$ cat config.mk
export PLATFORM = sky130hd
export DESIGN_NAME = color_gradient_lookup
export DESIGN_NICKNAME = d
export VERILOG_FILES = /design/src/cgl_pkg.sv /design/src/cgl_stop_ram.sv /design/src/cgl_div.sv /design/src/color_gradient_lookup.sv
export SDC_FILE = /design/constraint.sdc
export NUM_CORES = 2
export LEC_CHECK = 0
export ABC_AREA = 1
export CAP_MARGIN = 20
export CORE_MARGIN = 1
export CORE_UTILIZATION = 58
export CTS_CLUSTER_SIZE = 40
export DETAILED_ROUTE_END_ITERATION = 8
export DONT_BUFFER_PORTS = 1
export PLACE_DENSITY = 0.74
export SLEW_MARGIN = 20
export SYNTH_ARGS = -nofsm -noshare
export SYNTH_HDL_FRONTEND = slang
export SYNTH_SLANG_ARGS = --single-unit
$ cat constraint.sdc
create_clock -name i_clk -period 17.2 [get_ports i_clk]
set_input_delay 0.86 -clock i_clk [delete_from_list [all_inputs] [get_ports i_clk]]
set_output_delay 0.86 -clock i_clk [all_outputs]
set_load 0.03 [all_outputs]
$ cat src/cgl_pkg.sv
// Shared types, sizes and codes for the color gradient lookup block.
// No dependencies; every other file of the block imports this package.
package cgl_pkg;

    localparam int MAX_STOPS = 8;
    localparam int IDX_W     = $clog2(MAX_STOPS);
    localparam int CNT_W     = $clog2(MAX_STOPS + 1);
    localparam int POS_W     = 16;
    localparam int CH_W      = 8;
    localparam int COLOR_W   = 4 * CH_W;
    localparam int DIFF_W    = POS_W;             // x1-x0, x1-v, v-x0 are all below 2^16
    localparam int PROD_W    = CH_W + DIFF_W;     // y*a and the sum y0*a + y1*b
    localparam int NUM_W     = PROD_W + 1;        // 2*t + d
    localparam int DEN_W     = DIFF_W + 1;        // 2*d
    localparam int SH_W      = DEN_W + CH_W - 1;  // divisor aligned to the top quotient bit
    localparam int STEP_W    = $clog2(CH_W);

    localparam logic ACT_ADD    = 1'b0;
    localparam logic ACT_LOOKUP = 1'b1;

    typedef enum logic [1:0] {
        ST_OK    = 2'd0,
        ST_FULL  = 2'd1,
        ST_EMPTY = 2'd2
    } t_status;

    typedef struct packed {
        logic                    action;
        logic signed [POS_W-1:0] stop_position;
        logic signed [POS_W-1:0] lookup_value;
        logic [CH_W-1:0]         stop_red;
        logic [CH_W-1:0]         stop_green;
        logic [CH_W-1:0]         stop_blue;
        logic [CH_W-1:0]         stop_alpha;
    } t_in_item;

    typedef struct packed {
        t_status         status;
        logic [CH_W-1:0] out_red;
        logic [CH_W-1:0] out_green;
        logic [CH_W-1:0] out_blue;
        logic [CH_W-1:0] out_alpha;
    } t_result;

    // One table row: position and RGBA color (red in the low byte).
    typedef struct packed {
        logic signed [POS_W-1:0] pos;
        logic [COLOR_W-1:0]      color;
    } t_entry;

    typedef struct packed {
        logic             start;
        logic [NUM_W-1:0] num;
        logic [DEN_W-1:0] den;
    } t_div_req;

    typedef enum logic [3:0] {
        S_IDLE,
        S_SCAN,
        S_SHIFT_RD,
        S_SHIFT_WR,
        S_PUT,
        S_MUL_A,
        S_MUL_B,
        S_DIV,
        S_DONE
    } t_state;

endpackage

$ cat src/cgl_stop_ram.sv
// Stop table storage: one write port, one read port with registered data.
// Depends on cgl_pkg for the row type and depth.
module cgl_stop_ram (
    input  logic                      i_clk,
    input  logic                      i_we,
    input  logic [cgl_pkg::IDX_W-1:0] i_waddr,
    input  cgl_pkg::t_entry           i_wdata,
    input  logic [cgl_pkg::IDX_W-1:0] i_raddr,
    output cgl_pkg::t_entry           o_rdata
);
    import cgl_pkg::*;

    t_entry r_mem [MAX_STOPS];
    t_entry r_rdata;

    always_ff @(posedge i_clk) begin
        if (i_we) begin
            r_mem[i_waddr] <= i_wdata;
        end
    end

    always_ff @(posedge i_clk) begin
        r_rdata <= r_mem[i_raddr];
    end

    assign o_rdata = r_rdata;

endmodule

$ cat src/cgl_div.sv
// Restoring divider, one quotient bit per cycle, for an 8-bit quotient.
// Depends on cgl_pkg for widths and the request struct.
module cgl_div (
    input  logic                     i_clk,
    input  logic                     i_rst_n,
    input  cgl_pkg::t_div_req        i_req,
    output logic                     o_done,
    output logic [cgl_pkg::CH_W-1:0] o_quot
);
    import cgl_pkg::*;

    logic [NUM_W-1:0]  r_rem,  n_rem;
    logic [SH_W-1:0]   r_dsh,  n_dsh;
    logic [CH_W-1:0]   r_q,    n_q;
    logic [STEP_W-1:0] r_step, n_step;
    logic              r_run,  n_run;
    logic              r_done, n_done;
    logic              ge;
    logic [NUM_W-1:0]  dsh_ext;

    assign dsh_ext = NUM_W'(r_dsh);
    assign ge      = (r_rem >= dsh_ext);

    always_comb begin
        n_rem  = r_rem;
        n_dsh  = r_dsh;
        n_q    = r_q;
        n_step = r_step;
        n_run  = r_run;
        n_done = 1'b0;
        if (i_req.start) begin
            n_rem  = i_req.num;
            n_dsh  = {i_req.den, (CH_W-1)'(0)};
            n_q    = '0;
            n_step = '0;
            n_run  = 1'b1;
        end else if (r_run) begin
            if (ge) begin
                n_rem = r_rem - dsh_ext;
            end
            n_q    = {r_q[CH_W-2:0], ge};
            n_dsh  = r_dsh >> 1;
            n_step = r_step + 1'b1;
            if (r_step == STEP_W'(CH_W-1)) begin
                n_run  = 1'b0;
                n_done = 1'b1;
            end
        end
    end

    always_ff @(posedge i_clk) begin
        if (!i_rst_n) begin
            r_run  <= 1'b0;
            r_done <= 1'b0;
        end else begin
            r_run  <= n_run;
            r_done <= n_done;
        end
        r_rem  <= n_rem;
        r_dsh  <= n_dsh;
        r_q    <= n_q;
        r_step <= n_step;
    end

    assign o_done = r_done;
    assign o_quot = r_q;

endmodule

$ cat src/color_gradient_lookup.sv
// An add scans the entries in order; a new position then moves each entry above its slot
//   up a row (a read, then a write) to open the slot before the new row is written.
// A lookup scans to the bracketing stop; if the value lies between two stops, each channel
//   then takes two multiply steps on one multiplier and a pass through the divider.
// Throughput: one item at a time; busy holds until the o_done beat ends. Results cannot stall.
// Reset (synchronous, active low) empties the table; table rows are not cleared.
module color_gradient_lookup (
    input  logic              i_clk,
    input  logic              i_rst_n,
    input  logic              start,
    output logic              busy,
    input  cgl_pkg::t_in_item i_item,
    output logic              o_done,
    output cgl_pkg::t_result  o_result
);
    import cgl_pkg::*;

    t_state r_state, n_state;

    // Item latched at the accepted beat.
    logic                    r_action;
    logic signed [POS_W-1:0] r_key;       // stop position on add, lookup value on lookup
    logic [COLOR_W-1:0]      r_new_color;

    logic [CNT_W-1:0]   r_count;
    logic [IDX_W-1:0]   r_idx;        // entry under compare during the scan
    logic [IDX_W-1:0]   r_k;          // destination row while shifting up
    logic [IDX_W-1:0]   r_ins;        // insertion row
    t_entry             r_prev;       // row just below r_idx
    logic [COLOR_W-1:0] r_lo_color, r_hi_color;
    logic [DIFF_W-1:0]  r_a, r_b, r_d;
    logic [1:0]         r_ch;
    logic [PROD_W-1:0]  r_acc;
    logic [COLOR_W-1:0] r_color;
    t_status            r_status;

    // Table port signals.
    logic             ram_we;
    logic [IDX_W-1:0] ram_waddr;
    t_entry           ram_wdata;
    logic [IDX_W-1:0] ram_raddr;
    t_entry           ram_rdata;

    // Shared multiplier and divider.
    t_div_req          div_req;
    logic              div_done;
    logic [CH_W-1:0]   div_quot;
    logic [CH_W-1:0]   mul_y;
    logic [DIFF_W-1:0] mul_x;
    logic [PROD_W-1:0] mul_out;
    logic [PROD_W-1:0] acc_sum;

    logic accept;
    logic scan_eq, scan_gt, scan_end, tbl_full;
    logic signed [POS_W:0] dif_a, dif_b, dif_d;

    cgl_stop_ram u_ram (
        .i_clk   (i_clk),
        .i_we    (ram_we),
        .i_waddr (ram_waddr),
        .i_wdata (ram_wdata),
        .i_raddr (ram_raddr),
        .o_rdata (ram_rdata)
    );

    cgl_div u_div (
        .i_clk   (i_clk),
        .i_rst_n (i_rst_n),
        .i_req   (div_req),
        .o_done  (div_done),
        .o_quot  (div_quot)
    );

    assign accept   = start && (r_state == S_IDLE);
    assign scan_eq  = (ram_rdata.pos == r_key);
    assign scan_gt  = (ram_rdata.pos > r_key);
    assign scan_end = ((CNT_W'(r_idx) + 1'b1) == r_count);
    assign tbl_full = (r_count == CNT_W'(MAX_STOPS));

    // Interval terms; the bracketing stops guarantee each is in 0..65535.
    assign dif_a = {ram_rdata.pos[POS_W-1], ram_rdata.pos} - {r_key[POS_W-1], r_key};
    assign dif_b = {r_key[POS_W-1], r_key} - {r_prev.pos[POS_W-1], r_prev.pos};
    assign dif_d = {ram_rdata.pos[POS_W-1], ram_rdata.pos}
                 - {r_prev.pos[POS_W-1], r_prev.pos};

    // One multiplier: y0*a in the first step, y1*b in the second.
    assign mul_out = PROD_W'(mul_y) * PROD_W'(mul_x);
    assign acc_sum = r_acc + mul_out;

    // Next state.
    always_comb begin
        n_state = r_state;
        unique case (r_state)
            S_IDLE: begin
                if (start) begin
                    if (r_count == '0) begin
                        n_state = (i_item.action == ACT_ADD) ? S_PUT : S_DONE;
                    end else begin
                        n_state = S_SCAN;
                    end
                end
            end
            S_SCAN: begin
                if (r_action == ACT_ADD) begin
                    if (scan_eq) begin
                        n_state = S_DONE;
                    end else if (scan_gt) begin
                        n_state = tbl_full ? S_DONE : S_SHIFT_RD;
                    end else if (scan_end) begin
                        n_state = tbl_full ? S_DONE : S_PUT;
                    end
                end else begin
                    if (scan_gt) begin
                        n_state = (r_idx == '0) ? S_DONE : S_MUL_A;
                    end else if (scan_end) begin
                        n_state = S_DONE;
                    end
                end
            end
            S_SHIFT_RD: n_state = S_SHIFT_WR;
            S_SHIFT_WR: n_state = ((r_k - 1'b1) == r_ins) ? S_PUT : S_SHIFT_RD;
            S_PUT:      n_state = S_DONE;
            S_MUL_A:    n_state = S_MUL_B;
            S_MUL_B:    n_state = S_DIV;
            S_DIV: begin
                if (div_done) begin
                    n_state = (r_ch == 2'd3) ? S_DONE : S_MUL_A;
                end
            end
            S_DONE:     n_state = S_IDLE;
            default:    n_state = S_IDLE;
        endcase
    end

    // Control outputs.
    always_comb begin
        busy          = (r_state != S_IDLE);
        o_done        = (r_state == S_DONE);
        ram_we        = 1'b0;
        ram_waddr     = r_idx;
        ram_wdata     = '{pos: r_key, color: r_new_color};
        ram_raddr     = '0;
        mul_y         = r_lo_color[r_ch*CH_W +: CH_W];
        mul_x         = r_a;
        div_req.start = 1'b0;
        div_req.num   = {acc_sum, 1'b0} + NUM_W'(r_d);
        div_req.den   = {r_d, 1'b0};
        unique case (r_state)
            S_SCAN: begin
                ram_raddr = r_idx + 1'b1;
                ram_we    = (r_action == ACT_ADD) && scan_eq;
            end
            S_SHIFT_RD: begin
                ram_raddr = r_k - 1'b1;
            end
            S_SHIFT_WR: begin
                ram_we    = 1'b1;
                ram_waddr = r_k;
                ram_wdata = ram_rdata;
            end
            S_PUT: begin
                ram_we    = 1'b1;
                ram_waddr = r_ins;
            end
            S_MUL_B: begin
                mul_y         = r_hi_color[r_ch*CH_W +: CH_W];
                mul_x         = r_b;
                div_req.start = 1'b1;
            end
            default: begin
            end
        endcase
    end

    // Datapath and control registers.
    always_ff @(posedge i_clk) begin
        if (!i_rst_n) begin
            r_state <= S_IDLE;
            r_count <= '0;
        end else begin
            r_state <= n_state;
            if (r_state == S_PUT) begin
                r_count <= r_count + 1'b1;
            end
        end

        if (accept) begin
            r_action    <= i_item.action;
            r_key       <= (i_item.action == ACT_ADD) ? i_item.stop_position
                                                      : i_item.lookup_value;
            r_new_color <= {i_item.stop_alpha, i_item.stop_blue,
                            i_item.stop_green, i_item.stop_red};
            r_idx       <= '0;
            r_ins       <= '0;
            r_ch        <= '0;
            r_color     <= '0;
            r_status    <= (i_item.action == ACT_LOOKUP && r_count == '0) ? ST_EMPTY : ST_OK;
        end

        unique case (r_state)
            S_SCAN: begin
                // Advance past entries at or below the key; remember the lower neighbor.
                r_idx  <= r_idx + 1'b1;
                r_prev <= ram_rdata;
                r_k    <= r_count[IDX_W-1:0];
                if (r_action == ACT_ADD) begin
                    if (!scan_eq && (scan_gt || scan_end)) begin
                        if (tbl_full) begin
                            r_status <= ST_FULL;
                        end
                        r_ins <= scan_gt ? r_idx : r_count[IDX_W-1:0];
                    end
                end else begin
                    if ((scan_gt && r_idx == '0) || (!scan_gt && scan_end)) begin
                        r_color <= ram_rdata.color;
                    end
                    r_lo_color <= r_prev.color;
                    r_hi_color <= ram_rdata.color;
                    r_a        <= dif_a[DIFF_W-1:0];
                    r_b        <= dif_b[DIFF_W-1:0];
                    r_d        <= dif_d[DIFF_W-1:0];
                end
            end
            S_SHIFT_WR: begin
                r_k <= r_k - 1'b1;
            end
            S_MUL_A: begin
                r_acc <= mul_out;
            end
            S_DIV: begin
                if (div_done) begin
                    r_color[r_ch*CH_W +: CH_W] <= div_quot;
                    r_ch <= r_ch + 1'b1;
                end
            end
            default: begin
            end
        endcase
    end

    assign o_result = '{status:    r_status,
                        out_red:   r_color[0*CH_W +: CH_W],
                        out_green: r_color[1*CH_W +: CH_W],
                        out_blue:  r_color[2*CH_W +: CH_W],
                        out_alpha: r_color[3*CH_W +: CH_W]};

    // The table never holds more rows than it has.
    a_count_bound: assert property (@(posedge i_clk) disable iff (!i_rst_n)
        r_count <= CNT_W'(MAX_STOPS))
        else $error("stop count beyond table depth");

    // The count only ever grows, one row per item.
    a_count_step: assert property (@(posedge i_clk) disable iff (!i_rst_n)
        (r_count != $past(r_count)) |-> (r_count == $past(r_count) + 1'b1))
        else $error("stop count jumped");

    // A dropped stop is reported only on a full table.
    a_full_status: assert property (@(posedge i_clk) disable iff (!i_rst_n)
        (o_done && o_result.status == ST_FULL) |-> tbl_full)
        else $error("full status with room in the table");

    // Each result beat is followed by an idle cycle.
    a_done_idle: assert property (@(posedge i_clk) disable iff (!i_rst_n)
        o_done |=> !busy)
        else $error("block still busy after result beat");

    // The divider only reports a quotient while the sequencer waits for it.
    a_div_wait: assert property (@(posedge i_clk) disable iff (!i_rst_n)
        div_done |-> (r_state == S_DIV))
        else $error("divider finished outside the divide step");

endmodule

==> flow_summary_export.csv <==
group,metric,value,unit
outcome,outcome,"finished clean",
route,routedWlPerCell,19.7,µm
place,io_buffer_count,0,
yosys,synth_area,40200,µm²
yosys,ys_warn_count,0,
yosys,yosysSeqAreaShare,55.4,%
clock_network,clk_latency,0.65,ns
yosys,synth_area_leaders,"edfxtp_1 50%, nand2_1 7.5%, dfxtp_1 5.8%",
finish,drive_above_1_share,6.00,%
worst_setup_path,crit_end,"u_div.r_rem[20]",
yosys,yosys-top-cells-count,"803 x nand2_1, 664 x edfxtp_1, 525 x nor2_1",
sta,setup-tns-final,0,ns
yosys,yosysTopAreaCell,"edfxtp_1",
finish,antennaDiodeCount,0,
sta,rsz0062_at_grt,"false",
finish,nFillCells,5395,
worst_setup_path,reg2regPathDepth,44,
min_path,hp-class,"input port to flop",
job,cap_violations,0,
route,viasPerCell,5.78,
finish,synthToLayoutAreaGrowth,8.91,%
sta,worstMarginPinSlew,1.12,ns
yosys,synth_async_sr_flop_share,0,%
sta,fmax,106,MHz
finish,fin_cells,5016,
floorplanning,die_y,265,µm
worst_setup_path,critPathArrivalTime,9.81,ns
floorplanning,die-area,70300,µm²
sta,hold_viol_final,0,
finish,regArea,22300,µm²
place,dp_hpwl,66.4,mm
yosys,synth_area_per_cell,9.93,µm²
worst_setup_path,critPathLaunchType,"flop",
global_route,globalRoute.totalOverflow,0,
worst_setup_path,crit_fanout,102,
route,drtIter0Drc,3069,
floorplanning,coreArea,68600,µm²
worst_setup_path,startpoint,"r_state[0]",
route,drc,0,
floorplanning,start_util,58.6,%
clock_network,cts_resized,0,
yosys,synth_cell_type_count,50,
sta,fin_skew,0.0423,ns
clock_network,post_cts_buffers,0,
yosys,synth_edf_count,664,
sta,slew_headroom,25.5,%
clock_network,numCtsBuffers,81,
place,gp_congestion,0.947,
global_route,grt_pass1_wl,153,mm
yosys,yosys.cell_count.top_type,"nand2_1",
clock_network,ctsRootBufferMaster,"clkbuf_16",
yosys,syn-num-nets,4370,
worst_setup_path,critPathCaptureType,"flop",
yosys,ys_ff_latch,780,
yosys,yosysTopAreaCellShare,49.7,%
route,dr.pass1.iters,7,
global_route,first_global_vias,27900,
clock_network,htree_levels,3,
clock_network,cts_buffer_depth,3,
sta,min_period_over_period,54.8,%
route,via_count,29000,
floorplanning,io_pins,104,
clock_network,holdBufCountCts,0,
yosys,synthCells,4046,
worst_setup_path,cpMostUsedCell,"nand2_1",
clock_network,tritoncts,"done",
floorplanning,die_w,265,µm
worst_setup_path,r2r_slack,7.78,ns
worst_setup_path,r2r-end,"u_div.r_rem[20]",
worst_setup_path,critPathMaxStageDelay,0.70,ns
global_route,antenna_found_initial,2,
sta,min_period,9.42,ns
finish,fin_nets,4342,
worst_setup_path,r2r_start,"r_state[0]",
finish,multi_input_area,15800,µm²
worst_setup_path,worst_ep_required_time,17.59,ns
global_route,track_usage,28.1,%
sta,setup_violations,0,
floorplanning,rows,96,
worst_setup_path,crit_slowest_cell,"buf_4",
route,ant_nets,0,
clock_network,clk_pin_slew_worst_paths,0.06,ns
worst_setup_path,path_class,"flop to flop",
sta,drv_slew,0,
route,wl,98.8,mm
place,dp.cells,4866,
clock_network,cts_num_sinks,780,
yosys,ys.flop_type,"edfxtp_1",
global_route,grt_start_max_net_pins,135,
-- logic make-up after synthesis --
| logic type | Yosys count | synth area share (%) |
|---|---|---|
| simple gates | 1491 | 14.7 |
| xor+xnor | 93 | 2.03 |
| buf+inv | 567 | 5.57 |
| flops | 780 | 55.4 |
| fa+ha+maj | 256 | 9.66 |
| compound gates | 805 | 11.1 |
| mux | 54 | 1.50 |
-- sequential cells by signal, summed over array words and instances (netlist names), 16 cells and up --
signal         count
r_a               16
r_acc             24
r_b               16
r_color           32
r_d               16
r_hi_color        32
r_key             16
r_lo_color        32
r_new_color       32
r_prev            48
u_div.r_dsh       24
u_div.r_rem       25
u_ram.o_rdata     48
u_ram.r_mem      384
-- stage by stage --
step	area (µm²)	hold WS (ns)	setup slack (ns)	util (%)
floorplan	40200	0.400	9.89	-
global placement	41000	0.401	8.05	59.8
detailed placement	41000	0.405	7.84	59.8
CTS	43700	0.260	7.83	63.8
global route	43700	0.263	6.78	63.8
finish	43700	0.297	7.78	63.8
-- how the worst min path moves through the flow --
| stage | from | to | slack [ns] | cells after the start |
|---|---|---|---|---|
| floorplan | r_prev[0] | r_lo_color[0] | 0.40 | 0 |
| global placement | r_prev[13] | r_lo_color[13] | 0.40 | 0 |
| detailed placement | r_prev[0] | r_lo_color[0] | 0.40 | 0 |
| CTS | i_item[25] | r_new_color[1] | 0.26 | 0 |
| global route | i_item[25] | r_new_color[1] | 0.26 | 0 |
| finish | i_item[25] | r_new_color[1] | 0.30 | 0 |
-- placed cells by master (no fill, tap or decap), types with 12 or more instances in the layout --
master,n
nand2_1,801
edfxtp_1,664
nor2_1,514
inv_1,409
o21ai_0,310
a21oi_1,225
ha_1,166
o22ai_1,122
dfxtp_1,115
nand3_1,94
fa_1,90
clkbuf_16,82
xor2_1,58
o21ai_1,54
mux2_2,49
xnor2_1,35
buf_4,31
nand4_1,26
o31ai_1,21
clkinv_1,18
clkinv_2,17
nor3_1,17
a32o_1,16
clkbuf_1,16
nor2_4,12
-- per-layer routing --
metal	track usage, %	share of wire [%]
met4	9.80	3.4
met3	4.95	7.6
met1	37.4	42
met2	46.7	47
met5	0	0.018
-- area by class of cell --
class / count / share of cell area, %
Timing Repair Buffer: 32 / 0.558
Tap cell: 931 / 2.66
Clock buffer: 103 / 4.99
Multi-Input combinational cell: 2699 / 36.1
Inverter: 424 / 3.65
Sequential cell: 780 / 50.9
Clock inverter: 47 / 1.16
-- critical path, delay by kind of cell (launching register included) --
family / cells / cell delay, ns
buffers and inverters: 9 / 2.11
adder cells (fa/ha/maj): 7 / 3.01
AO/OA/AOI/OAI: 6 / 1.03
XOR/XNOR: 2 / 0.29
AND/OR/NAND/NOR: 20 / 2.22
flip-flops: 1 / 0.42
Power is left out: the tool's default activity adds up to more than one toggle a clock period on the data nets, which glitch-free logic cannot reach.
